[config.mk]
export PLATFORM = sky130hd
export DESIGN_NAME = mgra_front
export DESIGN_NICKNAME = d
export VERILOG_FILES = /design/src/design/mac_grid_rk2_particle_advect_assert.svh /design/src/design/mgra_pkg.sv /design/src/design/mgra_front.sv
export SDC_FILE = /design/constraint.sdc
export NUM_CORES = 1
export LEC_CHECK = 0
export ABC_AREA = 1
export BUFFER_PORTS_ARGS = -buffer_cell sky130_fd_sc_hd__clkbuf_2
export CORE_MARGIN = 5
export CORE_UTILIZATION = 40
export DETAILED_ROUTE_END_ITERATION = 10
export PLACE_DENSITY_LB_ADDON = 0.25
export SLEW_MARGIN = 10
export SYNTH_ARGS = -nofsm -noshare
export SYNTH_HDL_FRONTEND = slang
export SYNTH_SLANG_ARGS = --single-unit
export TNS_END_PERCENT = 10
[constraint.sdc]
create_clock -name clock -period 11.85 [get_ports clock]
set_input_delay 0.5925 -clock clock [delete_from_list [all_inputs] [get_ports clock]]
set_output_delay 0.5925 -clock clock [all_outputs]
set_load 0.02 [all_outputs]
[src/design/mac_grid_rk2_particle_advect_assert.svh]
// Assertion macros shared by the advection block
`ifndef MAC_GRID_RK2_PARTICLE_ADVECT_ASSERT_SVH
`define MAC_GRID_RK2_PARTICLE_ADVECT_ASSERT_SVH
`define ASSERT_IMPL(label, clk, rst, prop) \
   label: assert property (@(posedge clk) disable iff (rst) (prop)) \
      else $error("assertion failed");
`define ASSERT_NEVER(label, clk, rst, expr) \
   label: assert property (@(posedge clk) disable iff (rst) !(expr)) \
      else $error("forbidden condition");
`endif

[src/design/mgra_pkg.sv]
// ----------------------------------------------------------------------------
// mgra_pkg
// Types and constants of the staggered grid particle advection block.
// ----------------------------------------------------------------------------
package mgra_pkg;
   localparam int FRAC_BITS = 20;
   typedef enum logic [1:0] {
      REQ_WRITE_U = 2'd0,
      REQ_WRITE_V = 2'd1,
      REQ_ADVECT  = 2'd2,
      REQ_NONE    = 2'd3
   } req_code_type;
   typedef enum logic [2:0] {
      REG_CELL = 3'd0,
      REG_INV  = 3'd1,
      REG_STEP = 3'd2,
      REG_COLS = 3'd3,
      REG_ROWS = 3'd4
   } reg_index_type;
   typedef enum logic [3:0] {
      S_IDLE, S_GRID, S_IDX, S_RD, S_L0, S_L1, S_L2, S_STEP, S_MID, S_FIN, S_OUT
   } adv_state_type;
   typedef struct packed {
      logic        is_write;
      logic        is_u;
      logic [16:0] waddr;
      logic [31:0] wdata;
      logic signed [31:0] px;
      logic signed [31:0] py;
   } cmd_type;

   function automatic logic signed [31:0] sat32(input logic signed [65:0] a);
      if (a > 66'sd2147483647) return 32'sh7fffffff;
      if (a < -66'sd2147483648) return 32'sh80000000;
      return a[31:0];
   endfunction
endpackage

[src/design/mgra_front.sv]
// ----------------------------------------------------------------------------
// mgra_front
// Accepts requests, classifies them and pushes commands into a short queue.
// ----------------------------------------------------------------------------
module mgra_front #(
   parameter int MAX_COLS = 64,
   parameter int MAX_ROWS = 64
) (
   input  logic clock,
   input  logic reset,
   input  logic req_valid,
   output logic req_ready,
   input  logic [1:0] req_type,
   input  logic [6:0] req_face_col,
   input  logic [6:0] req_face_row,
   input  logic signed [31:0] req_face_velocity,
   input  logic signed [31:0] req_pos_x,
   input  logic signed [31:0] req_pos_y,
   output logic q_valid,
   input  logic q_pop,
   output mgra_pkg::cmd_type q_cmd
);
   import mgra_pkg::*;
   cmd_type q_ff [2];
   cmd_type cmd_in;
   logic [1:0] cnt_ff;
   logic rd_ff, wr_ff, keep;
   logic push;
   assign req_ready = (cnt_ff != 2'd2);
   always_comb begin
      cmd_in = '0;
      keep = 1'b0;
      cmd_in.wdata = req_face_velocity;
      cmd_in.px = req_pos_x;
      cmd_in.py = req_pos_y;
      unique case (req_code_type'(req_type))
         REQ_WRITE_U: begin
            keep = ({25'd0, req_face_col} <= MAX_COLS) && ({25'd0, req_face_row} < MAX_ROWS);
            cmd_in.is_write = 1'b1;
            cmd_in.is_u = 1'b1;
            cmd_in.waddr = 17'(32'(req_face_row) * (MAX_COLS + 1) + 32'(req_face_col));
         end
         REQ_WRITE_V: begin
            keep = ({25'd0, req_face_col} < MAX_COLS) && ({25'd0, req_face_row} <= MAX_ROWS);
            cmd_in.is_write = 1'b1;
            cmd_in.waddr = 17'(32'(req_face_row) * MAX_COLS + 32'(req_face_col));
         end
         REQ_ADVECT: keep = 1'b1;
         default: keep = 1'b0;
      endcase
   end
   assign push = req_valid && req_ready && keep;
   always_ff @(posedge clock) begin
      if (reset) begin
         cnt_ff <= '0; rd_ff <= 1'b0; wr_ff <= 1'b0;
      end else begin
         cnt_ff <= cnt_ff + 2'(push) - 2'(q_pop);
         if (push) wr_ff <= ~wr_ff;
         if (q_pop) rd_ff <= ~rd_ff;
      end
      if (push) q_ff[wr_ff] <= cmd_in;
   end
   assign q_valid = (cnt_ff != 2'd0);
   assign q_cmd = q_ff[rd_ff];
endmodule

Yosys cells after proc, flatten, opt, wreduce, memory -nomap -nowiden
Memory sizes are Yosys's and may differ from the RTL's. A register that Yosys moved wholly into a read port is not among the register bits.
Cells that the tools add are included.

word-level totals
  memory bits (writable) = 226
  bits of input ports = 116
  bits in registers = 4
  memories kept = 1
  memory bits (read-only) = 0
  latch bits = 0

memory list
  memory  words  width  read ports  clocked after Yosys merged registers in  wr ports  line              RTL
  q_ff    2      113    1           1                                        1         mgra_front.sv:24  cmd_type q_ff [2];

operators by class
  multipliers = 1
  $lt $le $gt $ge = 4
  mux-type cells = 8
  reductions and logical operators = 7
  shift operators = 0
  bitwise logic cells = 2
  $add $sub $neg = 4
  div/mod/pow operators = 0
  equal/unequal tests = 3

operator list
  cell                                                                    number
  15-bit case mux with 2 select lines                                     1
  14-bit by 7-bit adder with 15-bit output                                1
  13-bit by 7-bit adder with 14-bit output                                1
  7-bit <= comparator (second input constant)                             2
  7-bit < comparator (second input constant)                              2
  7-bit by 7-bit multiplier with 14-bit output (second input constant)    1
  1-bit two-way mux                                                       6
  1-bit logical AND                                                       4
  1-bit case mux with 3 select lines                                      1
  2-bit by 1-bit adder with 2-bit output                                  1
  2-bit by 1-bit equality test with 1-bit output (second input constant)  1
  2-bit equality test (second input constant)                             1
  2-bit zero test                                                         1
  2-bit inequality test (second input constant)                           1
  1-bit inverter                                                          2
  2-bit nonzero test                                                      1
  2-bit OR reduction                                                      1
  2-bit by 1-bit subtractor with 2-bit output                             1

Depth between registers and ports, before layout
Gate-level depths: netlist of run 1.

  depth in word-level cells = 6
  depth in mapped cells = 15
  mapped depth without buffers = 14

Least setup slack after synthesis of run 1
Ideal clock, no wire load.

  path kind = input to register
  start = input port req_face_row[3]
  end = memory q_ff[0][0] (netlist bit) (enable)
  cell stages on the path = 10
  setup time = 585 ps
  arrival time = 5,832 ps
  required time = 11,265 ps
  slack = 5,433 ps
  cell sequence = buf_6 > inv_4 > nand2_2 > nor2_2 > nand2_1 > nand2_1 > nand2_1 > nand2_2 > nand2_2 > nor2_1

between the ends
  cells in the longest elaborated chain, start to end = 6

RTL lines
  item                                                       line                                RTL
  start, declared                                            mgra_front.sv:15                    input logic [6:0] req_face_row,
  7-bit <= comparator or 7-bit < comparator (tied branches)  mgra_front.sv:44, mgra_front.sv:38
  1-bit logical AND, on equally long branches                mgra_front.sv:44, mgra_front.sv:38
  1-bit case mux with 3 select lines *                       mgra_front.sv:36                    unique case (req_code_type'(req_type))
  1-bit logical AND *                                        mgra_front.sv:52                    assign push = req_valid && req_ready && keep;
  1-bit two-way mux *                                        mgra_front.sv:61                    if (push) q_ff[wr_ff] <= cmd_in;
  1-bit two-way mux (not written as such) *                  mgra_front.sv:61
  end, declared                                              mgra_front.sv:24

Every way passes the cells marked *; elsewhere a longest branch is shown, timed or not.

==> implementation parameters, run 1 <==
Parameter                              Value

Clock network
  Maximum number of buffers from clock root to sink    3
  # resized after CTS    0
  CTS tree    done
  CTS H-tree lvls    1
  CTS sink cnt    229
  Clk_lat worst skew    0.50 ns
  Root Buffer Master    sky130_fd_sc_hd__clkbuf_16
  Clock transition at the registers of the reported paths    0.06 ns
  Post-CTS Setup Bufs    0
  CTS hold repair buffers    0
  Number of buffers inserted during clock tree synthesis    24

Worst setup path
  Bufs and invs on worst path    2
  Standard cell with the maximum stage delay on the critical path    sky130_fd_sc_hd__buf_4
  Capture point of the worst path    q_cmd[6]
  Reg2Reg Launch Point    cnt_ff[0]
  Critical setup path kind    reg2out
  Family of cells with the greatest summed delay on the critical path    buffers and inverters
  Signal arrival time at the worst endpoint    2.67 ns
  End of the worst register-to-register path    q_ff[0][17]
  Critical path depth    3
  Kind of end point of the critical path    output port
  CP Launch Type    flop
  Slack of the worst reg-to-reg path    9.19 ns
  Slowest stage delay, CP    0.83 ns
  Worst R2R Path Depth    7
  Critical Path, Cell by Cell    buf_4 -> mux2_2 -> clkbuf_2
  Critical path fanouts, max    69
  Required @ worst endpoint    11.26 ns

STA
  Total of endpoints with negative setup slack in the final report    0
  Setup Total Neg Slack    0 ns
  Achievable clock frequency    0.306 GHz
  Least-Margin Pin Slew    0.947 ns
  Min cycle time layout    3.27 ns
  Fin crit share    27.6%
  Final Max Tran Viols    0
  Final hold vios    0
  Final hold slack    0.281 ns
  Headroom to the max-slew limit    36.9%
  Setup repair after global routing missed its margin    no
  Worst clock skew    0.0133 ns
  Post-route worst setup slack    8.58 ns

Power and ir drop
  Worst VDD drop    0.0000781 V
  Leakage component of the power    4.49 nW
  Power density cells    162 mW/mm^2

Logic synthesis
  Commonest cells in the synthesized netlist    sky130_fd_sc_hd__edfxtp_1 (224), sky130_fd_sc_hd__mux2_1 (80), sky130_fd_sc_hd__nand2_1 (48)
  Cells taking the most area after synthesis    sky130_fd_sc_hd__edfxtp_1 (72%), sky130_fd_sc_hd__mux2_1 (9.6%), sky130_fd_sc_hd__mux2_2 (3.9%)
  Share of the synthesized area in compound gates (AO/OA/AOI/OAI)    1.79%
  Share of synthesized area spent on multiplexers    13.5%
  Library cell with the largest summed area after synthesis    sky130_fd_sc_hd__edfxtp_1
  Async set-or-reset flop fraction in the synthesized netlist    0%
  Distinct cell type count after synthesis    34
  Post-Synth XOR/XNOR Area    0.375%
  Synth Flop Type    sky130_fd_sc_hd__edfxtp_1
  Dominant cell by count in the synthesized netlist    sky130_fd_sc_hd__edfxtp_1
  Combinational family with the most area after synthesis    multiplexers
  Adder-cell share of the synthesized area    3.78%
  Count of flip-flops with a built-in enable after synthesis    224
  Sequential element share of the synthesized area    73.0%
  Post-synthesis sequential element count    229
  Simple logic cell fraction of the synthesized area    4.42%
  Gate count after technology mapping    544
  Synth top area share    72.0%
  Syn avg cell area    17.2 um^2
  Netlist area before placement    0.00935 mm^2
  YS warnings    0

Floorplanning
  Die height    163 um
  Core outline area    0.0233 mm^2
  Die outline area    0.0265 mm^2
  Die Width    163 um
  I/O pin count    233
  Starting Density    40.2%
  Number of core rows    56

Final layout
  Design area    0.0115 mm^2
  Final antenna diode count    0
  Area added between synthesis and finish    23.2%
  Total number of nets in the final design    932
  Cell Count, Final, Fillers Out    1124
  Fraction of final layout cells sized beyond drive strength 1    39.4%

Detailed routing
  Iteration-0 DRC Markers    283
  Mean routed wirelength per cell    16.8 um
  Initial DRT Pass Iterations    4
  Drc violations    0
  Total length of routed wires    18900 um
  Via-to-Cell Ratio    4.71
  Residual antenna-violating net count after detailed routing    0
  Count of vias placed by the detailed router    5289

Global route
  Global route overflow    0
  Tot GR Track Use    13.5%
  Vias in the first global route    5513
  Wire length of the first global-routing pass    28800 um
  Pin count of the biggest net entering global routing    70
  Number of antenna violations at the first check in global routing    0

Placed design
  Cell count after placement    1082
  Placed wire-length estimate    13400 um
  Port Buffer Count    229
  Placed Instance Area    0.0108 mm^2
  Final GP Congestion    0.898
  Place WS    8.61 ns

Run status
  Status    complete, no violations

Hold path
  Hold crit path type    in2reg

Run
  Number of maximum-capacitance violations    0
-- layer usage --
| layer | part of all wire [%] | vias to the layer above | global-route usage (%) |
|---|---|---|---|
| li1 | - | 2518 | - |
| met1 | 40 | 2564 | 16.4 |
| met2 | 51 | 170 | 24.0 |
| met3 | 6.4 | 37 | 2.86 |
| met4 | 2.9 | 0 | 4.61 |
| met5 | 0 | - | 0 |
-- state kept, by name (all words and copies together), names as in the netlist, named ones only --
signal	flops
wr_ff	1
cnt_ff	2
rd_ff	1
q_ff	224
-- cell type report --
type | count | area (um^2)
inverters | 33 | 129
clock buffers | 33 | 656
well taps | 319 | 399
flip-flops and latches | 229 | 6830
repair buffers | 234 | 1180
clock inverters | 9 | 67.6
multi-input cells | 267 | 2250
fillers | 2023 | 11700
-- power by group --
| part | leakage [nW] | internal [W] | switching, W | total [W] |
|---|---|---|---|---|
| Clock | 0.350 | 0.000406 | 0.000280 | 0.000686 |
| Combinational | 2.05 | 0.0000876 | 0.000147 | 0.000235 |
| Sequential | 2.09 | 0.000929 | 0.0000124 | 0.000941 |
-- placed cells by master, fill, tap and decap left out, types with 8 or more instances in the layout --
cell                        netlist  layout
sky130_fd_sc_hd__inv_1           29      28
sky130_fd_sc_hd__nand3_1         13      13
sky130_fd_sc_hd__ha_1            25      25
sky130_fd_sc_hd__nand2_1         48      48
sky130_fd_sc_hd__clkbuf_1         0       8
sky130_fd_sc_hd__mux2_1          80      80
sky130_fd_sc_hd__nand2_2          8       8
sky130_fd_sc_hd__clkbuf_16        0      25
sky130_fd_sc_hd__mux2_2          32      32
sky130_fd_sc_hd__a21oi_1          8       8
sky130_fd_sc_hd__nor2_1          16      15
sky130_fd_sc_hd__clkbuf_2         0     229
sky130_fd_sc_hd__edfxtp_1       224     224
sky130_fd_sc_hd__o21ai_0         12      12
-- how the worst min path moves through the flow --
stage                         start           to  slack, ns  cells after the start
6_report       req_face_velocity[5]  q_ff[0][69]       0.28                      1
5_1_grt               req_pos_x[31]  q_ff[0][63]       0.26                      1
4_1_cts               req_pos_x[31]  q_ff[1][63]       0.25                      1
3_5_place_dp              cnt_ff[1]    cnt_ff[1]       0.48                      2
3_3_place_gp              cnt_ff[1]    cnt_ff[1]       0.47                      2
2_1_floorplan             cnt_ff[1]    cnt_ff[1]       0.46                      2
-- per-stage QoR --
step | utilization, % | power, W
final | 49.5 | 0.00186
after global routing | 49.5 | 0.00195
after CTS | 49.5 | 0.00189
after detailed placement | 46.4 | 0.00120
after global placement | 46.4 | 0.00119
after floorplan | - | 0.00112
-- kinds of logic after synthesis --
kind of cell / Yosys count
other cells: 1
mux: 112
fa+ha+maj: 27
xor+xnor: 4
simple gates: 93
flops: 229
buf+inv: 50
compound gates: 28
Note: power is estimated with default switching activity, not from simulation.
==> inputs of run 2 (changes only) <==
==> constraint.sdc (replaced) <==
create_clock -name clock -period 2.9 [get_ports clock]
set_input_delay 0.145 -clock clock [delete_from_list [all_inputs] [get_ports clock]]
set_output_delay 0.145 -clock clock [all_outputs]
set_load 0.02 [all_outputs]
==> implementation parameters, run 2 (same netlist as run 1, synthesis figures left out) <==
Parameter                              Value

STA
  Final hold vios    0
  Least-Margin Pin Slew    0.677 ns
  Fin crit share    80.6%
  Final Max Tran Viols    0
  Setup repair after global routing missed its margin    no
  Headroom to the max-slew limit    54.7%
  Min cycle time layout    2.34 ns
  Setup Total Neg Slack    0 ns
  Final hold slack    0.0292 ns
  Achievable clock frequency    0.428 GHz
  Total of endpoints with negative setup slack in the final report    0
  Worst clock skew    0.0107 ns

Detailed routing
  Via-to-Cell Ratio    4.68
  Total length of routed wires    20500 um
  Mean routed wirelength per cell    16.6 um
  Initial DRT Pass Iterations    4
  Residual antenna-violating net count after detailed routing    0
  Count of vias placed by the detailed router    5770
  Iteration-0 DRC Markers    230
  Drc violations    0

Worst setup path
  Signal arrival time at the worst endpoint    2.58 ns
  Required @ worst endpoint    3.14 ns
  CP Launch Type    input pin
  Critical path fanouts, max    3
  Kind of end point of the critical path    flop
  Critical setup path kind    in2reg

Global route
  Pin count of the biggest net entering global routing    53
  GR Layer Usage met1    18.4%
  Wire length of the first global-routing pass    31700 um
  Number of antenna violations at the first check in global routing    0
  Layer with the highest usage    met2
  Tot GR Track Use    14.9%
  Vias in the first global route    6178
  Routing usage on met2    26.4%
  Global route overflow    0
  Met3 Usage GRT    2.96%

Final layout
  Fraction of final layout cells sized beyond drive strength 1    36.3%
  Filler cells    1904
  Design area    0.0128 mm^2
  Final antenna diode count    0
  Top Registers    q_ff: 224 flops, cnt_ff: 2 flops
  Total number of nets in the final design    1039
  Largest register by flop count    q_ff
  Most used cells in the layout excluding fill and tap cells    sky130_fd_sc_hd__clkbuf_2 (229), sky130_fd_sc_hd__edfxtp_1 (224), sky130_fd_sc_hd__dlygate4sd3_1 (101)
  Flip-flop count of the largest register after layout    224
  Most common cell after layout, fill and taps aside    sky130_fd_sc_hd__clkbuf_2
  Area added between synthesis and finish    36.5%

Placed design
  Port Buffer Count    229
  Final GP Congestion    0.883
  Placed Instance Area    0.0109 mm^2
  Placed wire-length estimate    14000 um

Floorplanning
  Die height    163 um
  Number of core rows    56
  Starting Density    40.2%
  Die outline area    0.0265 mm^2
  Core outline area    0.0233 mm^2
  I/O pin count    233
  Die Width    163 um

Clock network
  CTS sink cnt    229
  Clock transition at the registers of the reported paths    0.06 ns
  Clk_lat worst skew    0.51 ns
  Root Buffer Master    sky130_fd_sc_hd__clkbuf_16
  CTS H-tree lvls    1
  # resized after CTS    0
  CTS tree    done
  Post-CTS Setup Bufs    0
  Maximum number of buffers from clock root to sink    3
  Number of buffers inserted during clock tree synthesis    24
  CTS hold repair buffers    101

Run
  Number of maximum-capacitance violations    0

Run status
  Status    complete, no violations

Power and ir drop
  Power density cells    631 mW/mm^2
  Worst VDD drop    0.000312 V
  Leakage component of the power    5.00 nW

Hold path
  Hold crit path type    in2reg
-- run 2: changes by cell type in the layout (fill, tap and decap cells not counted), moves of 2 or more --
| cell | previous run | this run |
|---|---|---|
| sky130_fd_sc_hd__dlygate4sd3_1 | 0 | 101 |
| sky130_fd_sc_hd__buf_12 | 0 | 7 |
| sky130_fd_sc_hd__clkbuf_1 | 8 | 2 |
| sky130_fd_sc_hd__bufinv_16 | 1 | 4 |
| sky130_fd_sc_hd__clkinvlp_4 | 1 | 4 |
| sky130_fd_sc_hd__clkinv_4 | 0 | 2 |
-- run 2: critical path, cell delays in order --
cell and delay, ns:
sky130_fd_sc_hd__dlygate4sd3_1 0.53, sky130_fd_sc_hd__clkbuf_2 0.13, sky130_fd_sc_hd__ha_1 0.20, sky130_fd_sc_hd__ha_1 0.28
sky130_fd_sc_hd__ha_1 0.17, sky130_fd_sc_hd__inv_1 0.06, sky130_fd_sc_hd__fa_1 0.42, sky130_fd_sc_hd__nor2_2 0.14
sky130_fd_sc_hd__nor2_2 0.06, sky130_fd_sc_hd__o21bai_1 0.17, sky130_fd_sc_hd__a21oi_1 0.09, sky130_fd_sc_hd__o21ai_0 0.08
sky130_fd_sc_hd__nand2_1 0.08
-- run 2: worst paths after layout --
path | start | endpoint | slack, ns | depth (start not counted)
max | req_face_col[1] | q_ff[0][104] | 0.56 | 13
min reg2reg | cnt_ff[1] | cnt_ff[1] | 0.52 | 2
max reg2reg | cnt_ff[0] | q_ff[0][53] | 0.94 | 6
min | req_face_col[5] | q_ff[0][101] | 0.03 | 3
-- run 2: power breakdown --
group          internal, W  switching, W
Combinational     0.000472      0.000645
Sequential         0.00379     0.0000507
Clock              0.00188       0.00121
Total              0.00615       0.00190
-- run 2: cell type report --
cell class,instances,area (um^2),share of cell area [%]
sequential,229,6830,53.5
timing repair buffer,341,2330,18.2
multi-input combinational,267,2250,17.6
clock buffer,26,608,4.77
tap,319,399,3.13
clock inverter,18,211,1.66
inverter,33,130,1.02
-- run 2: metrics by stage --
stage | util (%) | setup slack, ns | cells | total power [W]
2_1_floorplan | - | 0.0133 | 546 | 0.00455
6_report | 54.8 | 0.564 | 1233 | 0.00805
5_1_grt | 54.8 | 0.418 | 1233 | 0.00840
3_5_place_dp | 47.0 | 0.314 | 1088 | 0.00492
4_1_cts | 54.8 | 0.483 | 1233 | 0.00816
3_3_place_gp | 47.0 | 0.363 | 1088 | 0.00489
-- run 2: metal layers --
metal  part of all wire, %  routed length (um)
met4                   2.2                 451
met2                    51               10500
met1                    40                8140
met5                     0                   0
met3                   6.6                1360
==> inputs of run 3 (changes only) <==
==> constraint.sdc (replaced) <==
create_clock -name clock -period 2.18 [get_ports clock]
set_input_delay 0.109 -clock clock [delete_from_list [all_inputs] [get_ports clock]]
set_output_delay 0.109 -clock clock [all_outputs]
set_load 0.02 [all_outputs]
==> implementation parameters, run 3 (same netlist as run 1, synthesis figures left out) <==
Parameter                              Value

Global route
  Tot GR Track Use    15.1%
  Global route overflow    0
  Vias in the first global route    6325
  Number of antenna violations at the first check in global routing    1
  Pin count of the biggest net entering global routing    69
  Wire length of the first global-routing pass    32500 um

Floorplanning
  Number of core rows    56
  Die outline area    0.0265 mm^2
  I/O pin count    233
  Starting Density    40.2%
  Die Width    163 um
  Core outline area    0.0233 mm^2
  Die height    163 um

Final layout
  Filler cells    1885
  Largest register by flop count    q_ff
  Flip-flop count of the largest register after layout    224
  Cell Count, Final, Fillers Out    1250
  Total number of nets in the final design    1055
  Top Registers    q_ff: 224 flops, cnt_ff: 2 flops
  Fraction of final layout cells sized beyond drive strength 1    37.9%
  Final antenna diode count    0
  Most used cells in the layout excluding fill and tap cells    sky130_fd_sc_hd__clkbuf_2 (228), sky130_fd_sc_hd__edfxtp_1 (224), sky130_fd_sc_hd__dlygate4sd3_1 (102)
  Area added between synthesis and finish    39.0%
  Most common cell after layout, fill and taps aside    sky130_fd_sc_hd__clkbuf_2
  Fin util    55.8%

STA
  Final hold slack    0.0267 ns
  Setup repair after global routing missed its margin    no
  Achievable clock frequency    0.498 GHz
  Worst clock skew    0.0215 ns
  Final hold vios    0
  Final Max Tran Viols    0
  Fin crit share    92.1%
  Setup Total Neg Slack    0 ns
  Total of endpoints with negative setup slack in the final report    0
  Min cycle time layout    2.01 ns

Detailed routing
  Iteration-0 DRC Markers    281
  Residual antenna-violating net count after detailed routing    0
  Count of vias placed by the detailed router    5775
  Total length of routed wires    20300 um
  Initial DRT Pass Iterations    4
  Drc violations    0
  Via-to-Cell Ratio    4.62
  Mean routed wirelength per cell    16.2 um

Clock network
  Number of buffers inserted during clock tree synthesis    25
  Maximum number of buffers from clock root to sink    3
  Clock transition at the registers of the reported paths    0.06 ns
  CTS tree    done
  CTS sink cnt    229
  Clk_lat worst skew    0.51 ns
  CTS H-tree lvls    1
  Root Buffer Master    sky130_fd_sc_hd__clkbuf_16

Worst setup path
  Family of cells with the greatest summed delay on the critical path    buffers and inverters
  Bufs and invs on worst path    4
  CP Launch Type    input pin
  Slowest stage delay, CP    0.54 ns
  Required @ worst endpoint    2.43 ns
  Signal arrival time at the worst endpoint    2.26 ns
  Critical path fanouts, max    3
  Kind of end point of the critical path    flop
  Critical setup path kind    in2reg
  Critical Path, Cell by Cell    dlygate4sd3_1 -> buf_2 -> ha_1 -> ha_1 -> ha_1 -> inv_1 -> fa_2 -> nor2_2 -> nor2_2 -> inv_2 -> nand2_2 -> nand2_2 -> nand2_1 -> nand2_1 -> nand3_1 -> nand2_1
  Standard cell with the maximum stage delay on the critical path    sky130_fd_sc_hd__dlygate4sd3_1

Power and ir drop
  Power density cells    851 mW/mm^2
  Pwr Total    0.0110 W
  Leakage component of the power    5.11 nW
  Worst VDD drop    0.000422 V

Placed design
  Cell count after placement    1102
  Port Buffer Count    229
  Placed wire-length estimate    13500 um
  Final GP Congestion    0.853

Hold path
  Hold crit path type    in2reg

Run status
  Status    complete, no violations

Run
  Number of maximum-capacitance violations    0
## run 3: cell count changes in the layout (fill, tap and decap cells not counted), moves of 3 or more
| cell | before | now |
|---|---|---|
| sky130_fd_sc_hd__buf_4 | 4 | 18 |
| sky130_fd_sc_hd__clkinv_1 | 5 | 8 |
| sky130_fd_sc_hd__ha_1 | 25 | 22 |
| sky130_fd_sc_hd__ha_4 | 0 | 3 |
## run 3: path summary, 6_finish.rpt
check | slack, ns | endpoint | from | cells after the start
worst min-delay path | 0.03 | q_ff[0][100] | req_face_col[4] | 3
worst max-delay path | 0.17 | q_ff[0][108] | req_face_col[0] | 16
worst min register to register | 0.53 | rd_ff | rd_ff | 2
worst max register to register | 0.51 | cnt_ff[1] | cnt_ff[0] | 10
## run 3: routing by layer
metal	wire, um	up-vias	global-route usage (%)
met5	7	-	0
met4	371	2	3.58
met3	1220	35	2.99
met2	10300	168	27.1
met1	8400	2802	19.0
li1	-	2768	-
## run 3: per-stage QoR
step	instance area, um^2	setup slack [ns]
3_5_place_dp	11000	-0.285
2_1_floorplan	9380	-0.616
3_3_place_gp	11000	-0.244
6_report	13000	0.173
4_1_cts	12900	0.0103
5_1_grt	13000	0.00229
## run 3: power by group
| group | switching, W | internal [W] |
|---|---|---|
| clock network | 0.00159 | 0.00280 |
| registers | 0.0000466 | 0.00505 |
| logic | 0.000885 | 0.000676 |
## run 3: layout make-up
| cell class | count | area [um^2] | share of cell area [%] |
|---|---|---|---|
| clock buffer | 27 | 633 | 4.87 |
| clock inverter | 19 | 243 | 1.87 |
| inverter | 33 | 130 | 1.00 |
| multi-input combinational | 267 | 2310 | 17.8 |
| sequential | 229 | 6830 | 52.6 |
| tap | 319 | 399 | 3.07 |
| timing repair buffer | 356 | 2440 | 18.8 |
## run 3: repair_timing
item / 4_1_cts / 5_1_grt
endpoints found under the hold margin: 205 / 0
gates resized for setup: 0 / 7
endpoints found under the setup margin: 0 / 14
setup buffers: 0 / 0
hold buffers: 102 / 0
## run 3: tightest hold or removal path: cells and delay by family
kind            cells  cell delay, ns
buf+inv             1            0.11
compound gates      1            0.11
simple gates        1            0.06
